## config.mk

```make
export PLATFORM = sky130hd
export DESIGN_NAME = loc_datapath
export DESIGN_NICKNAME = d
export VERILOG_FILES = /design/src/rtl/core/loc_pkg.sv /design/src/rtl/core/loc_datapath.sv
export SDC_FILE = /design/constraint.sdc
export NUM_CORES = 1
export LEC_CHECK = 0
export ABC_AREA = 1
export BUFFER_PORTS_ARGS = -buffer_cell sky130_fd_sc_hd__buf_2
export CORE_AREA = 3 3 239 241
export CTS_CLUSTER_SIZE = 12
export DETAILED_ROUTE_END_ITERATION = 10
export DIE_AREA = 0 0 242 244
export PLACE_DENSITY = 0.53
export SYNTH_ARGS = -nofsm -noshare
export SYNTH_HDL_FRONTEND = slang
export SYNTH_SLANG_ARGS = --single-unit
export TNS_END_PERCENT = 10
```

## constraint.sdc

```tcl
create_clock -name aclk -period 3.84 [get_ports aclk]
set_input_delay 0.768 -clock aclk [delete_from_list [all_inputs] [get_ports aclk]]
set_output_delay 0.768 -clock aclk [all_outputs]
set_load 0.01 [all_outputs]
```

## src/rtl/core/loc_pkg.sv

```systemverilog
// ============================================================================
// loc_pkg
// Shared types and constants for the lock order checker: word layouts,
// opcodes, controller states and the controller/datapath bundles.
// ============================================================================
package loc_pkg;

    // Fixed field widths
    localparam int LEVEL_W = 5;
    localparam int ID_W    = 8;
    localparam int CNT_W   = 32;
    localparam int HCNT_W  = 4;

    // Operation codes
    typedef enum logic [1:0] {
        OP_ACQUIRE = 2'd0,
        OP_TRY     = 2'd1,
        OP_RELEASE = 2'd2,
        OP_NOP     = 2'd3
    } opcode_t;

    // Controller states
    typedef enum logic [2:0] {
        ST_IDLE,
        ST_SCAN,
        ST_SHIFT,
        ST_UPDATE,
        ST_CAPTURE,
        ST_RESULT
    } state_t;

    // Input word
    typedef struct packed {
        logic [1:0]         opcode;
        logic [LEVEL_W-1:0] lock_level;
        logic [ID_W-1:0]    lock_id;
    } loc_in_t;

    // Result word
    typedef struct packed {
        logic               violation;
        logic [LEVEL_W-1:0] conflicting_level;
        logic               stored;
        logic               release_found;
        logic [HCNT_W-1:0]  held_count;
        logic               highest_valid;
        logic [LEVEL_W-1:0] highest_level;
        logic [CNT_W-1:0]   acquisitions_total;
        logic [CNT_W-1:0]   releases_total;
        logic [CNT_W-1:0]   violations_total;
        logic [HCNT_W-1:0]  max_held_seen;
    } loc_out_t;

    // Controller to datapath
    typedef struct packed {
        logic load;
        logic scan;
        logic shift;
        logic update;
        logic capture;
    } loc_cmd_t;

    // Datapath to controller
    typedef struct packed {
        logic [1:0] opcode;
        logic       scan_done;
        logic       found;
        logic       shift_done;
    } loc_sts_t;

endpackage

```

## src/rtl/core/loc_datapath.sv

```systemverilog
// ============================================================================
// loc_datapath
// Held-lock table, scan pointer, compaction pointer, highest-level tracking,
// wrapping counters and the result word register.
// ============================================================================
module loc_datapath #(
    parameter int HELD_DEPTH = 8
) (
    input  logic              aclk,
    input  logic              aresetn,
    input  loc_pkg::loc_cmd_t cmd,
    output loc_pkg::loc_sts_t sts,
    input  loc_pkg::loc_in_t  in_word,
    input  logic              cfg_we,
    input  logic              cfg_bit,
    output loc_pkg::loc_out_t out_word
);
    import loc_pkg::*;

    localparam int CW = $clog2(HELD_DEPTH + 1);
    localparam int AW = (HELD_DEPTH > 1) ? $clog2(HELD_DEPTH) : 1;
    localparam logic [CW-1:0] DEPTH_C = CW'(HELD_DEPTH);

    // Table storage
    logic [LEVEL_W-1:0] held_levels_reg [HELD_DEPTH];
    logic [ID_W-1:0]    held_ids_reg    [HELD_DEPTH];

    // Per-word working registers
    logic [1:0]         op_reg;
    logic [LEVEL_W-1:0] lvl_reg;
    logic [ID_W-1:0]    id_reg;
    logic [CW-1:0]      idx_reg;
    logic [CW-1:0]      pos_reg;
    logic               hit_reg;
    logic [LEVEL_W-1:0] conf_reg;
    logic               found_reg;
    logic               stored_reg;
    logic               max_valid_reg;
    logic [LEVEL_W-1:0] max_level_reg;
    loc_out_t           out_reg;

    // Persistent state
    logic               check_en_reg;
    logic [CW-1:0]      count_reg;
    logic               top_valid_reg;
    logic [LEVEL_W-1:0] top_level_reg;
    logic [CNT_W-1:0]   acq_cnt_reg;
    logic [CNT_W-1:0]   rel_cnt_reg;
    logic [CNT_W-1:0]   viol_cnt_reg;
    logic [CW-1:0]      peak_reg;
    logic [CW-1:0]      peak_next;

    logic [LEVEL_W-1:0] rd_lvl;
    logic [ID_W-1:0]    rd_id;
    logic [CW:0]        pos_inc;
    logic [CW-1:0]      cnt_inc;
    logic               hit_now;
    logic               match_now;
    logic               take_max;
    logic               is_acq;
    logic               append;

    // Table reads: scan pointer and the entry after the compaction pointer
    assign rd_lvl  = held_levels_reg[idx_reg[AW-1:0]];
    assign rd_id   = held_ids_reg[idx_reg[AW-1:0]];
    assign pos_inc = {1'b0, pos_reg} + 1'b1;
    assign cnt_inc = count_reg + 1'b1;

    // Scan step decisions
    assign hit_now   = (op_reg == OP_ACQUIRE) && check_en_reg && !hit_reg
                       && (rd_lvl >= lvl_reg);
    assign match_now = (op_reg == OP_RELEASE) && !found_reg
                       && (rd_lvl == lvl_reg) && (rd_id == id_reg);
    assign take_max  = (op_reg == OP_RELEASE) && !match_now
                       && (!max_valid_reg || rd_lvl > max_level_reg);

    // Append on either acquire form when there is room
    assign is_acq    = (op_reg == OP_ACQUIRE) || (op_reg == OP_TRY);
    assign append    = is_acq && (count_reg != DEPTH_C);
    assign peak_next = (cnt_inc > peak_reg) ? cnt_inc : peak_reg;

    // Status
    assign sts.opcode     = op_reg;
    assign sts.scan_done  = (idx_reg == count_reg);
    assign sts.found      = found_reg;
    assign sts.shift_done = (pos_inc >= {1'b0, count_reg});

    assign out_word = out_reg;

    // Table writes: compaction moves one entry down, append writes the tail
    always_ff @(posedge aclk) begin
        if (cmd.shift) begin
            held_levels_reg[pos_reg[AW-1:0]] <= held_levels_reg[pos_inc[AW-1:0]];
            held_ids_reg[pos_reg[AW-1:0]]    <= held_ids_reg[pos_inc[AW-1:0]];
        end else if (cmd.update && append) begin
            held_levels_reg[count_reg[AW-1:0]] <= lvl_reg;
            held_ids_reg[count_reg[AW-1:0]]    <= id_reg;
        end
    end

    // Working registers for the current word
    always_ff @(posedge aclk) begin
        if (cmd.load) begin
            op_reg        <= in_word.opcode;
            lvl_reg       <= in_word.lock_level;
            id_reg        <= in_word.lock_id;
            idx_reg       <= '0;
            pos_reg       <= '0;
            hit_reg       <= 1'b0;
            conf_reg      <= '0;
            found_reg     <= 1'b0;
            stored_reg    <= 1'b0;
            max_valid_reg <= 1'b0;
            max_level_reg <= '0;
        end
        if (cmd.scan) begin
            idx_reg <= idx_reg + 1'b1;
            if (hit_now) begin
                hit_reg  <= 1'b1;
                conf_reg <= rd_lvl;
            end
            if (match_now) begin
                found_reg <= 1'b1;
                pos_reg   <= idx_reg;
            end
            if (take_max) begin
                max_valid_reg <= 1'b1;
                max_level_reg <= rd_lvl;
            end
        end
        if (cmd.shift) begin
            pos_reg <= pos_inc[CW-1:0];
        end
        if (cmd.update && append) begin
            stored_reg <= 1'b1;
        end
    end

    // Persistent state: config, fill count, highest level, counters
    always_ff @(posedge aclk) begin
        if (!aresetn) begin
            check_en_reg  <= 1'b1;
            count_reg     <= '0;
            top_valid_reg <= 1'b0;
            top_level_reg <= '0;
            acq_cnt_reg   <= '0;
            rel_cnt_reg   <= '0;
            viol_cnt_reg  <= '0;
            peak_reg      <= '0;
        end else begin
            if (cfg_we) check_en_reg <= cfg_bit;
            if (cmd.update) begin
                if (append) begin
                    count_reg <= cnt_inc;
                    peak_reg  <= peak_next;
                    if (!top_valid_reg || lvl_reg > top_level_reg) begin
                        top_valid_reg <= 1'b1;
                        top_level_reg <= lvl_reg;
                    end
                end
                if (op_reg == OP_ACQUIRE) begin
                    acq_cnt_reg <= acq_cnt_reg + 1'b1;
                    if (hit_reg) viol_cnt_reg <= viol_cnt_reg + 1'b1;
                end
                if (op_reg == OP_RELEASE) begin
                    rel_cnt_reg   <= rel_cnt_reg + 1'b1;
                    top_valid_reg <= max_valid_reg;
                    top_level_reg <= max_level_reg;
                    if (found_reg) count_reg <= count_reg - 1'b1;
                end
            end
        end
    end

    // Result word
    always_ff @(posedge aclk) begin
        if (cmd.capture) begin
            out_reg.violation          <= hit_reg;
            out_reg.conflicting_level  <= conf_reg;
            out_reg.stored             <= stored_reg;
            out_reg.release_found      <= found_reg;
            out_reg.held_count         <= HCNT_W'(count_reg);
            out_reg.highest_valid      <= top_valid_reg;
            out_reg.highest_level      <= top_valid_reg ? top_level_reg : '0;
            out_reg.acquisitions_total <= acq_cnt_reg;
            out_reg.releases_total     <= rel_cnt_reg;
            out_reg.violations_total   <= viol_cnt_reg;
            out_reg.max_held_seen      <= HCNT_W'(peak_reg);
        end
    end

    // Fill count never exceeds the table
    a_count_bound: assert property (@(posedge aclk) disable iff (!aresetn)
        count_reg <= DEPTH_C)
        else $error("held count above table depth");

    // Peak always covers the current fill
    a_peak_cover: assert property (@(posedge aclk) disable iff (!aresetn)
        peak_reg >= count_reg)
        else $error("peak below held count");

    // Highest level is ranked exactly when something is held
    a_top_valid: assert property (@(posedge aclk) disable iff (!aresetn)
        top_valid_reg == (count_reg != '0))
        else $error("highest valid disagrees with held count");

    // Scan pointer stays inside the filled part
    a_scan_range: assert property (@(posedge aclk) disable iff (!aresetn)
        cmd.scan |-> (idx_reg < count_reg))
        else $error("scan beyond held entries");

endmodule

```

==> results by stage, run 1 <==
Drt:
- The number of design rule violations left after detail routing is 0.
- Wires add up to 42300 um.
- Once detail routing completed, the nets flagged for antenna violations numbered 0.
- The routed length per placed instance is ~16 um.
- The detailed-route vias per instance is 4.73.
- The first-pass iteration count of the detailed router is 7.
- The final route contains approximately 13000 vias.
- The violation count after the first detailed-routing iteration is 943.

Power:
- The sequential power share is between 40% and 50%.
- In this run the static leakage power is between 7 and 8 nW.
- The maximum resistive drop on vdd is 0.000316 V.
- The portion of total power attributed to combinational logic is 15.8%.
- The power density normalized to cell area is 529 nW/um^2.
- The switching power summed over all nets is between 0.002 and 0.003 W.
- The clock network power share is between 30% and 40%.
- The internal power consumption is 0.00735 W.
- In this run switching power makes up around 28% of total power.
- Total power for the finished layout comes to 0.0103 W.

CTS:
- Clock-pin slew was measured on the worst setup and hold paths at 0.06 ns.
- The clock latency of the later-clocked register in the worst-skew pair is 0.57 ns.
- The root buffer cell is clkbuf_16.
- The clock net in this run drives a total of 373 sinks.
- The H-tree depth is 2.
- The count of buffers added by post-CTS timing repair for setup is 0.
- The number of gates given a new drive strength after cts is 0.
- The clock tree from TritonCTS is built.
- Buffers inserted during clock tree synthesis total 42.
- The number of hold buffers added after CTS was 0.
- Counting along the longest clock path gives a buffer depth of 3.

Job:
- Max-cap violations in this run came to 0.

Layout:
- The number of flip-flops under the largest register name is 118.
- After the flow finishes, the layout carries non-filler instances totaling 2661.
- The total non-filler cell area in the finished layout is 19400 sq um.
- The layout overhead on the synthesized area is 17.3%.
- The final layout net count is a little under 2000.
- Of the cells placed in the final design, the portion with a size suffix greater than 1 is between 10% and 20%.

Placement:
- Once placement completed, the tool counted placed cells totaling approximately 2600.
- The setup slack after placement is 0.714 ns.
- The placement-stage cell area is between 15000 and 20000 sq um.
- The weighted congestion reported at the end of routability-driven placement is about 0.87.
- The HPWL after detailed placement is ~30000 um.
- The number of buffer cells added on primary ports is 146.

Run status:
- The flow ran to the end, and the final reports show no timing, DRC or antenna violations.

Synth:
- Summing the areas of all xor and xnor instances in the mapped netlist gives 1.32% of the synthesized area.
- The number of nets in the synthesized netlist is 1781.
- Summing the areas of all and, or, nand and nor instances in the mapped netlist gives 18.4% of the synthesized area.
- After synthesis, the largest family of logic cells by area is simple AND/OR/NAND/NOR gates.
- After Yosys synthesis, full adders, half adders and majority gates account for 2.27% of the synthesized area.
- Measured against the total synthesized area, the mux share comes to 0%.
- The flip-flop cell with the highest count after synthesis is edfxtp_1.
- Counting distinct cell types in the post-synthesis netlist gives 53.
- The share of synthesized area occupied by flip-flops and latches is 59.8%.
- During synthesis, Yosys emitted a total of 0 warnings.
- The average cell area after synthesis is approximately 9.6 sq um.
- In this run the cell area of the synthesized design comes to roughly 17000 sq um.
- After synthesis, the share of flip-flops with an asynchronous set or reset is 0%.
- The number of enable-type register cells in the synthesized netlist is 241.
- Summing the areas of all compound-gate instances in the mapped netlist gives 11.0% of the synthesized area.
- The post-synthesis sequential element count is 373.
- The synthesized instance count is about 1700.

Critical path:
- The master of the slowest instance on the critical path is buf_4.
- The critical path data arrival time is 2.45 ns.
- The worst reg-to-reg path cell count is 9.
- The worst register-to-register path begins at count_reg[0]$_SDFFE_PN0P_.
- The kind of critical path is reg2out.
- In this run the worst path has a maximum fanout of 60.
- The signal on the critical path passes through buf_4 -> ha_1 -> inv_1 -> a21boi_0 -> o21a_1 -> o21ai_0 -> nand3b_1 -> buf_2.
- The worst setup path is captured at an output port.
- The worst setup path is launched from a register.
- In this run the register-to-register setup slack is 0.69 ns.
- The endpoint identified for the worst register-to-register timing path is held_levels_reg[3][4]$_DFFE_PP_.
- Data on the critical path is required at its endpoint by 3.07 ns.
- For this run, the slowest stage of the critical path takes 0.53 ns.

Floorplan:
- The die is between 200 and 250 um tall.
- The area of the placeable core is 55100 sq um.
- 147 I/O pins were placed.
- The full die area is 59000 sq um.
- The die boundary width is 242 um.
- Once the floorplan was initialized, standard cells occupied between 20 and 30% of the core.
- The number of placement rows is 86.

Timing:
- The slew at the pin closest to its max-slew limit is 0.852 ns.
- The final critical path takes up 83.9% of the cycle.
- The fmax is 0.310 GHz.
- The post-route clock skew is 0.0303 ns.
- The smallest setup slack after layout is around 0.6 ns.
- The final max-slew violation count is 0.
- The final critical delay including setup and external delays is 3.22 ns.
- The total setup violations reported at the end of the flow is 0.
- The number of failing hold endpoints at the final stage is 0.
- The headroom to the max-slew limit is ~43%.
- The summed negative setup slack over all endpoints is 0 ns.
- Setup repair after global routing left no endpoint under its margin.

Global routing:
- Entering global routing, the biggest net connects approximately 60 pins.
- The global-route congestion overflow total is 0.
- The number of global-route vias before repair is about 12000.
- The aggregate global-route resource usage is 14.1%.
- The wire length of the first global-routing pass is 66500 um.
- The initial antenna violation count is 1.

Worst hold path:
- In this run the worst hold path is classified as in2reg.
- The origin of the worst min-delay path is in_word[6].
- The worst hold path terminates at id_reg[6]$_DFFE_PP_.
- The cell depth of the worst min-delay path is 1.
## cells by family after synthesis
group	count (synthesis)
simple gates	654
buf+inv	305
xor+xnor	25
compound gates	340
flops	373
fa+ha+maj	30
## layer usage
layer  vias up  global-route usage (%)  wire length [um]
met3        81                    2.79              2820
li1       6197                       -                 -
met5         -                       0                 0
met1      5896                    19.3             19700
met4         0                    5.36              1200
met2       401                    22.1             18500
## Yosys cell counts (3+ instances only)
library cell,instances,area [sq um]
nor2_1,103,387
buf_1,4,15.0
nor3b_1,4,30.0
nor2_2,5,31.3
inv_1,239,897
nand3_1,142,711
nor3_2,3,30.0
ha_1,30,375
o21a_1,10,75.1
o21ai_0,156,781
edfxtp_1,241,7240
nand2_1,293,1100
buf_2,5,25.0
clkbuf_1,41,154
a31oi_1,11,68.8
and3_1,3,18.8
o21bai_1,4,30.0
nand4_1,26,163
dfxtp_1,132,2640
inv_2,4,15.0
nor4_1,6,37.5
a21oi_1,131,656
nand2_2,3,18.8
o211ai_1,14,105
xnor2_1,6,52.6
nor2_4,8,90.1
nor3_1,41,205
a211oi_1,4,30.0
xor2_1,19,166
buf_4,7,52.6
## how the worst max path moves through the flow
stage / end / cells past startpoint / from / slack (ns)
2_1_floorplan: max_level_reg[0]$_DFF_P_ / 23 / register / 1.14
3_3_place_gp: held_levels_reg[4][4]$_DFFE_PP_ / 9 / count_reg[0]$_SDFFE_PN0P_ / 0.87
3_5_place_dp: held_levels_reg[1][4]$_DFFE_PP_ / 9 / count_reg[0]$_SDFFE_PN0P_ / 0.71
4_1_cts: sts[0] / 8 / pos_reg[0]$_DFF_P_ / 0.56
5_1_grt: held_levels_reg[0][4]$_DFFE_PP_ / 9 / count_reg[0]$_SDFFE_PN0P_ / 0.28
6_report: sts[0] / 8 / pos_reg[0]$_DFF_P_ / 0.62
## power by group through the flow
stage,registers (W),logic (W),clock network [W]
2_1_floorplan,0.00493,0.00107,0
3_3_place_gp,0.00496,0.00160,0
3_5_place_dp,0.00496,0.00163,0
4_1_cts,0.00488,0.00164,0.00387
5_1_grt,0.00491,0.00186,0.00402
6_report,0.00488,0.00163,0.00376
## worst max-delay path: cells and delay by family, from the launching register on
kind                       cells  cell delay [ns]
AOI/OAI and AO/OA              3             0.37
adders and majority gates      1             0.34
buffers and inverters          3             0.74
DFF                            1             0.34
and+or+nand+nor                1             0.09
## through the flow
| step | util (%) | hold slack [ns] |
|---|---|---|
| 2_1_floorplan | - | 0.403 |
| 3_3_place_gp | 32.9 | 0.415 |
| 3_5_place_dp | 32.9 | 0.418 |
| 4_1_cts | 35.2 | 0.334 |
| 5_1_grt | 35.2 | 0.345 |
| 6_report | 35.2 | 0.376 |
## placed cells by master (no fill, tap or decap), types with 3 or more instances in the layout
| cell | synthesis | final |
|---|---|---|
| clkbuf_16 | 0 | 42 |
| nor4_1 | 6 | 6 |
| nor3_1 | 41 | 41 |
| buf_2 | 5 | 145 |
| dfxtp_1 | 132 | 132 |
| nor2_2 | 5 | 5 |
| buf_4 | 7 | 22 |
| nor2_4 | 8 | 8 |
| clkinv_1 | 2 | 10 |
| nor3b_1 | 4 | 4 |
| xor2_1 | 19 | 19 |
| a211oi_1 | 4 | 4 |
| clkinv_2 | 0 | 7 |
| and3_1 | 3 | 3 |
| o21ai_0 | 156 | 156 |
| nand4_1 | 26 | 26 |
| nand3_1 | 142 | 142 |
| xnor2_1 | 6 | 6 |
| a31oi_1 | 11 | 11 |
| ha_1 | 30 | 30 |
| o21a_1 | 10 | 10 |
| nor2_1 | 103 | 103 |
| nand2_2 | 3 | 3 |
| inv_1 | 239 | 239 |
| edfxtp_1 | 241 | 241 |
| inv_2 | 4 | 4 |
| clkbuf_1 | 41 | 11 |
| o211ai_1 | 14 | 14 |
| nor3_2 | 3 | 3 |
| nand2_1 | 293 | 293 |
| a21oi_1 | 131 | 131 |
| o21bai_1 | 4 | 4 |
## layout make-up
cell class                 count  area [sq um]
inverter                     246           926
multi-input combinational   1049          5450
clock inverter                21           165
antenna                        1          2.50
tap                          748           936
sequential                   373          9880
timing repair buffer         168           911
fill                        5527         35700
clock buffer                  55          1120
No activity file was read; power rests on OpenSTA's default activity.
==> inputs of run 2 (changes only) <==
==> constraint.sdc (replaced) <==
create_clock -name aclk -period 2.98 [get_ports aclk]
set_input_delay 0.596 -clock aclk [delete_from_list [all_inputs] [get_ports aclk]]
set_output_delay 0.596 -clock aclk [all_outputs]
set_load 0.01 [all_outputs]
==> run 2 against run 1 <==
Hold slack worse by 0.17 ns. Clock skew is 0.013 ns lower. Register-to-register slack worse by 0.37 ns. Critical endpoint unchanged. Critical path type unchanged. Count of clock-buffer cells in the layout is 3 higher. Clock power is 28% higher. Sequential power is 28% higher. Total power is 31% higher. Sequential cell count stayed put. Routed wire length is 2.1% higher. Core utilization is 0.48 points higher. Worst setup slack worse by 0.41 ns. Critical path depth is 1 lower.
==> results by stage, run 2 (synthesis results as in run 1) <==
CTS:
- The clock sink count is 373 (unchanged).
- The number of clock buffers inserted by TritonCTS is 42 (unchanged).
- The clock transition at the registers of the reported paths is 0.06 ns (about the same).
- The clock tree from TritonCTS was built (unchanged).
- The root buffer cell was clkbuf_16 (unchanged).
- The clock latency of the later-clocked register in the worst-skew pair is 0.56 ns (was 0.57 ns).
- The maximum clock path buffer count is 3 (unchanged).
- The H-tree depth is 2 (unchanged).
- The count of hold-fix buffers inserted at cts is 0 (unchanged).

Timing:
- The total setup violations reported at the end of the flow came to 0 (unchanged).
- The headroom to the max-slew limit is 52.3% (was 42.6%).
- The worst path uses 92.9% of the clock period.
- Setup repair after global routing missed its margin: false (unchanged).
- The slew at the pin closest to its max-slew limit is 0.714 ns (was 0.852 ns).
- The summed negative setup slack over all endpoints is 0 ns (unchanged).
- The final critical delay including setup and external delays is 2.77 ns.
- The post-route clock skew is 0.0168 ns (was 0.0303 ns).
- The smallest setup slack after layout is 0.210 ns (was 0.618 ns).
- The number of failing hold endpoints at the final stage came to 0 (unchanged).
- The fmax is roughly 0.36 GHz.
- The final max-slew violation count is 0 (unchanged).

Critical path:
- The critical path data arrival time is 2.17 ns (was 2.45 ns).
- The largest fanout on the critical path is 4 (was 60).
- The sort of element at the end of the critical path was an output port (unchanged).
- The reg-to-reg endpoint is max_level_reg[1]$_DFF_P_ (was held_levels_reg[3][4]$_DFFE_PP_).
- The internal reg-to-reg setup slack came to 0.32 ns (was 0.69 ns).
- The worst reg-to-reg path cell count came to 17 (was 9).
- The kind of critical path is reg2out (unchanged).
- The worst endpoint required time came to 2.38 ns (was 3.07 ns).
- The kind of launch point of the worst setup path is a register (unchanged).

Power:
- The power density normalized to cell area is 685 nW/um^2 (was 529 nW/um^2).
- The maximum resistive drop on vdd is 0.000421 V (was 0.000316 V).
- The total power was 0.0135 W (was 0.0103 W).
- The reported leakage power is 7.95 nW (was 7.79 nW).

Global routing:
- The pin count of the biggest net entering global routing is 61 (unchanged).
- The global-route congestion overflow total is 0 (unchanged).
- The aggregate global-route resource usage is 14.5% (was 14.1%).
- The number of global-route vias before repair came to 12400 (was 12000).
- The wire length of the first global-routing pass is 68400 um (was 66500 um).
- The initial antenna violation count is 1 (unchanged).

Layout:
- The area taken by multi-input logic gates is 5460 sq um (was 5450 sq um).
- The filler cell count came to 5605 (was 5527).
- The final layout net count is 1963 (was 1934).
- The number of flip-flops under the largest register name is 118 (unchanged).
- The fraction of layout instances using a drive strength above 1 was 15.4% (was 13.8%).
- The commonest non-fill, non-tap cell in the layout is nand2_1 (unchanged).
- The core utilization of the finished layout is 35.7% (was 35.2%).
- Commonest cells after routing, fill and taps aside: 292 x nand2_1, 241 x edfxtp_1, 239 x inv_1, 156 x o21ai_0, 145 x buf_2 (was 293 x nand2_1, 241 x edfxtp_1, 239 x inv_1, 156 x o21ai_0, 145 x buf_2).
- The layout overhead on the synthesized area came to 18.9% (was 17.3%).
- The area taken by flip-flops and latches is 9880 sq um (about the same).

Floorplan:
- The area of the placeable core is 55100 sq um (unchanged).
- The number of I/O pins came to 147 (unchanged).
- The die boundary width is 242 um (unchanged).
- The full die area came to 59000 sq um (unchanged).
- The effective utilization at floorplan came to 30.0% (unchanged).
- The number of placement rows is 86 (unchanged).
- The vertical die dimension is 244 um (unchanged).

Job:
- The max-capacitance violation count is 0 (unchanged).

Drt:
- The violation count after the first detailed-routing iteration is 850 (was 943).
- The uppermost layer routed is met4 (unchanged).
- The routed length per placed instance came to 16.0 um (was 15.9 um).
- The detailed-route vias per instance is 4.71 (was 4.73).
- The first-pass iteration count of the detailed router is 7 (unchanged).
- The routed metal-1 wire length came to 20000 um (was 19700 um).
- The final routed wirelength across all metal layers was 43200 um (was 42300 um).
- The total number of vias was 12700 (was 12600).
- The total met2 wirelength after detailed routing is 19500 um (was 18500 um).
- The length of routed met3 wiring is 2420 um (was 2820 um).
- The number of nets still failing antenna checks after routing is 0 (unchanged).
- The number of design rule violations left after detail routing is 0 (unchanged).

Placement:
- The HPWL after detailed placement is 29900 um (was 29200 um).
- The weighted congestion reported at the end of routability-driven placement is 0.854 (was 0.874).
- The setup slack after placement is 0.208 ns (was 0.714 ns).
- The number of buffer cells added on primary ports is 146 (unchanged).

Worst hold path:
- The terminating pin of the worst hold path is op_reg[1]$_DFFE_PP_ (was id_reg[6]$_DFFE_PP_).
- The cell depth of the worst min-delay path is 1 (unchanged).
- The type of the most critical hold path is in2reg (unchanged).
- The origin of the worst min-delay path is in_word[14] (was in_word[6]).

Run status:
- Result of the run: complete, no violations (unchanged).
==> run 2: changes by cell type in the layout (fill, tap and decap cells not counted), sizes merged <==
cell / delta
inv: +2
buf: +29
clkinv: -3
clkbuf: +3
bufinv: -1
==> run 2: critical path: stages, from the launching register on <==
cell	delay [ns]
dfxtp_1	0.39
ha_1	0.28
ha_1	0.27
a21boi_0	0.12
o21a_1	0.16
o21ai_0	0.15
nand3b_1	0.09
buf_2	0.15
==> run 2: area by class of cell <==
cell class                 instances  share of cell area (%)
antenna                            1                  0.0127
clock buffer                      58                    5.91
clock inverter                    19                   0.617
inverter                         246                    4.72
multi-input combinational       1049                    27.8
sequential                       373                    50.3
tap                              748                    4.76
timing repair buffer             197                    5.93
==> run 2: stage by stage <==
step | std cells | hold WS, ns | instance area (sq um)
after floorplan | 1727 | 0.403 | 16500
after global placement | 2613 | 0.414 | 18300
after global routing | 2690 | 0.183 | 19700
final | 2691 | 0.211 | 19700
after CTS | 2690 | 0.170 | 19600
after detailed placement | 2613 | 0.416 | 18300
==> run 2: power breakdown <==
group | switching (W) | internal (W) | total (W)
combinational | 0.00156 | 0.000800 | 0.00236
clock | 0.00208 | 0.00275 | 0.00483
sequential | 0.000174 | 0.00609 | 0.00627
==> run 2: worst max-delay path by stage <==
stage	start	end	slack, ns	depth (start not counted)
6_report	pos_reg[1]$_DFF_P_	sts[0]	0.21	7
5_1_grt	register	max_level_reg[1]$_DFF_P_	0.04	19
3_3_place_gp	register	max_valid_reg$_DFF_P_	0.34	18
3_5_place_dp	register	max_level_reg[1]$_DFF_P_	0.21	19
2_1_floorplan	register	max_level_reg[0]$_DFF_P_	0.28	23
4_1_cts	pos_reg[0]$_DFF_P_	sts[0]	0.15	7
==> run 2: metal layers <==
layer	GRT usage, %	up-vias
met1	19.3	5970
li1	-	6259
met3	2.76	78
met2	23.6	356
met4	4.84	0
met5	0	-
==> run 2: repair_timing <==
| item | 4_1_cts | 5_1_grt |
|---|---|---|
| gates resized for setup | 0 | 7 |
| setup endpoints to repair | 0 | 10 |
| setup buffers | 0 | 0 |
==> inputs of run 3 (changes only) <==
--- a/config.mk
+++ b/config.mk
@@ -6,12 +6,13 @@
 export NUM_CORES = 1
 export LEC_CHECK = 0
 export ABC_AREA = 1
-export BUFFER_PORTS_ARGS = -buffer_cell sky130_fd_sc_hd__buf_2
+export CAP_MARGIN = 20
 export CORE_AREA = 3 3 239 241
 export CTS_CLUSTER_SIZE = 12
 export DETAILED_ROUTE_END_ITERATION = 10
 export DIE_AREA = 0 0 242 244
-export PLACE_DENSITY = 0.53
+export DONT_BUFFER_PORTS = 1
+export PLACE_DENSITY = 0.5
 export SYNTH_ARGS = -nofsm -noshare
 export SYNTH_HDL_FRONTEND = slang
 export SYNTH_SLANG_ARGS = --single-unit
==> run 3 against run 2 <==
Critical path depth fell by 1. Fmax fell by 0.22%. Sequential cell count did not move. Largest power group unchanged. Clock skew rose by 0.013 ns. Combinational power fell by 9.3%. Total power barely moved. Hold slack got worse by 0.085 ns. First-iteration DRC count rose by 12%. Clock power rose by 4%. Count of clock-buffer cells in the layout fell by 1. Final area fell by 3.8%. Highest routed layer unchanged.
==> results by stage, run 3 (synthesis results as in run 1) <==
Critical path:
- The combined buffer and inverter count along the critical path was 0 (was 1).
- The worst endpoint required time came to 2.38 ns (about the same).
- The sort of element at the end of the critical path was an output port (unchanged).
- The kind of launch point of the worst setup path is a register (unchanged).
- The delay contributed by the slowest stage of the critical path is 0.41 ns (was 0.39 ns).
- The largest fanout on the critical path is 4 (unchanged).
- The master of the slowest instance on the critical path was dfxtp_1 (unchanged).
- The top cell family by delay on the critical path is adder cells (unchanged).
- The critical path data arrival time is 2.18 ns (was 2.17 ns).
- Cells traversed along the worst timing path: ha_1 -> ha_1 -> a21boi_0 -> o21a_1 -> o21ai_0 -> nand3b_1 (was ha_1 -> ha_1 -> a21boi_0 -> o21a_1 -> o21ai_0 -> nand3b_1 -> buf_2).
- The most frequent cell on the critical path was ha_1 (unchanged).
- The kind of critical path is reg2out (unchanged).

CTS:
- The root buffer cell was clkbuf_16 (unchanged).
- The count of hold-fix buffers inserted at cts is 0 (unchanged).
- The clock tree from TritonCTS is built (unchanged).
- The clock latency of the later-clocked register in the worst-skew pair came to 0.57 ns (was 0.56 ns).
- The clock transition at the registers of the reported paths came to 0.07 ns (was 0.06 ns).
- The number of clock buffers inserted by TritonCTS is 42 (unchanged).
- The H-tree depth is 2 (unchanged).
- The clock sink count is 373 (unchanged).
- The maximum clock path buffer count is 3 (unchanged).

Layout:
- The commonest non-fill, non-tap cell in the layout is nand2_1 (unchanged).
- The area taken by multi-input logic gates was 5460 sq um (about the same).
- The final layout net count is 1816 (was 1963).
- The number of flip-flops under the largest register name was 118 (unchanged).
- The area taken by flip-flops and latches was 9880 sq um (about the same).
- The fraction of layout instances using a drive strength above 1 is 8.36% (was 15.4%).
- The filler cell count is 5644 (was 5605).
- Commonest cells after routing, fill and taps aside: 292 x nand2_1, 241 x edfxtp_1, 239 x inv_1, 155 x o21ai_0, 142 x nand3_1 (was 292 x nand2_1, 241 x edfxtp_1, 239 x inv_1, 156 x o21ai_0, 145 x buf_2).
- The total non-filler cell area in the finished layout is 18900 sq um (was 19700 sq um).
- The number of diodes added for antenna fixing was 0 (was 1).
- The layout overhead on the synthesized area is 14.4% (was 18.9%).

Timing:
- The fmax is 0.360 GHz (was 0.361 GHz).
- The final max-slew violation count is 0 (unchanged).
- The slew at the pin closest to its max-slew limit is 0.765 ns (was 0.714 ns).
- Setup repair after global routing missed its margin: true (was false).
- The final critical delay including setup and external delays is 2.78 ns (was 2.77 ns).
- The summed negative setup slack over all endpoints came to 0 ns (unchanged).
- The post-route clock skew is 0.0297 ns (was 0.0168 ns).
- The total setup violations reported at the end of the flow is 0 (unchanged).
- The ratio of final minimum period to clock period is 93.1% (was 92.9%).
- The headroom to the max-slew limit is 48.5% (was 52.3%).
- The number of failing hold endpoints at the final stage is 0 (unchanged).

Power:
- The maximum resistive drop on vdd was 0.000477 V (was 0.000421 V).
- The power density normalized to cell area is 712 nW/um^2 (was 685 nW/um^2).
- The reported leakage power is 7.29 nW (was 7.95 nW).

Drt:
- The total number of vias is 12000 (was 12700).
- The violation count after the first detailed-routing iteration is 950 (was 850).
- The length of routed met3 wiring is 2630 um (was 2420 um).
- The number of nets still failing antenna checks after routing is 0 (unchanged).
- The routed metal-1 wire length is 19300 um (was 20000 um).
- The detailed-route vias per instance is 4.73 (was 4.71).
- The uppermost layer routed is met4 (unchanged).
- The routed length per placed instance is 16.6 um (was 16.0 um).
- The number of design rule violations left after detail routing is 0 (unchanged).
- The final routed wirelength across all metal layers is 42100 um (was 43200 um).
- The first-pass iteration count of the detailed router came to 5 (was 7).
- The total met2 wirelength after detailed routing came to 19100 um (was 19500 um).

Worst hold path:
- The type of the most critical hold path is in2reg (unchanged).

Run status:
- Result of the run: complete, no violations (unchanged).

Floorplan:
- The full die area is 59000 sq um (unchanged).
- The vertical die dimension came to 244 um (unchanged).
- The number of placement rows was 86 (unchanged).
- The die boundary width is 242 um (unchanged).
- The area of the placeable core is 55100 sq um (unchanged).
- The effective utilization at floorplan was 30.0% (unchanged).
- The number of I/O pins came to 147 (unchanged).

Placement:
- The number of buffer cells added on primary ports is 0 (was 146).
- The HPWL after detailed placement is 28700 um (was 29900 um).
- The placement-stage cell area came to 17600 sq um (was 18300 sq um).
- The weighted congestion reported at the end of routability-driven placement is 0.806 (was 0.854).

Global routing:
- The initial antenna violation count was 0 (was 1).
- The global-route congestion overflow total is 0 (unchanged).
- The pin count of the biggest net entering global routing is 119 (was 61).
- The aggregate global-route resource usage is 14.0% (was 14.5%).
- The wire length of the first global-routing pass is 65300 um (was 68400 um).
- The number of global-route vias before repair came to 11400 (was 12400).

Job:
- The max-capacitance violation count is 0 (unchanged).
## run 3: cell count changes in the layout (fill, tap and decap cells not counted), sizes merged
cell,before,now
buf,197,50
bufinv,0,3
clkinv,16,14
clkbuf,58,57
diode,1,0
inv,247,246
## run 3: layer usage
metal	vias to the layer above	global-route usage, %
li1	5969	-
met1	5647	19.1
met2	341	22.3
met3	61	2.73
met4	0	4.53
met5	-	0
## run 3: what timing repair did
| action | CTS | global route |
|---|---|---|
| gates resized for setup | 0 | 8 |
| setup endpoints to repair | 0 | 13 |
| buffers inserted | 0 | 0 |
## run 3: where the power goes
| group | switching [W] | total (W) | internal, W |
|---|---|---|---|
| clock | 0.00207 | 0.00501 | 0.00294 |
| sequential | 0.000221 | 0.00632 | 0.00610 |
| combinational | 0.00141 | 0.00214 | 0.000727 |
## run 3: metrics by stage
step	utilization, %	worst slack, ns	std cells	total power, W	hold slack, ns
after floorplan	-	0.279	1727	0.00773	0.403
after global placement	31.9	0.226	2466	0.00854	0.419
after detailed placement	31.9	0.188	2466	0.00856	0.420
after CTS	34.3	0.0781	2542	0.0136	0.0889
after global routing	34.3	-0.00854	2542	0.0142	0.0939
final	34.3	0.204	2542	0.0135	0.126
## run 3: cell type report
type	count	area share (%)
clock inverter	19	0.926
clock buffer	57	6.02
sequential	373	52.3
tap	748	4.95
inverter	246	4.90
timing repair buffer	50	2.06
multi-input combinational	1049	28.9
## run 3: final timing paths
| check | from | end | slack [ns] | cells after the start |
|---|---|---|---|---|
| max | pos_reg[1]$_DFF_P_ | sts[0] | 0.20 | 6 |
| min | in_word[7] | id_reg[7]$_DFFE_PP_ | 0.13 | 0 |
| max reg2reg | register | max_level_reg[4]$_DFF_P_ | 0.25 | 17 |
| min reg2reg | peak_reg[3]$_SDFFE_PN0P_ | out_word[3]$_DFFE_PP_ | 0.43 | 0 |
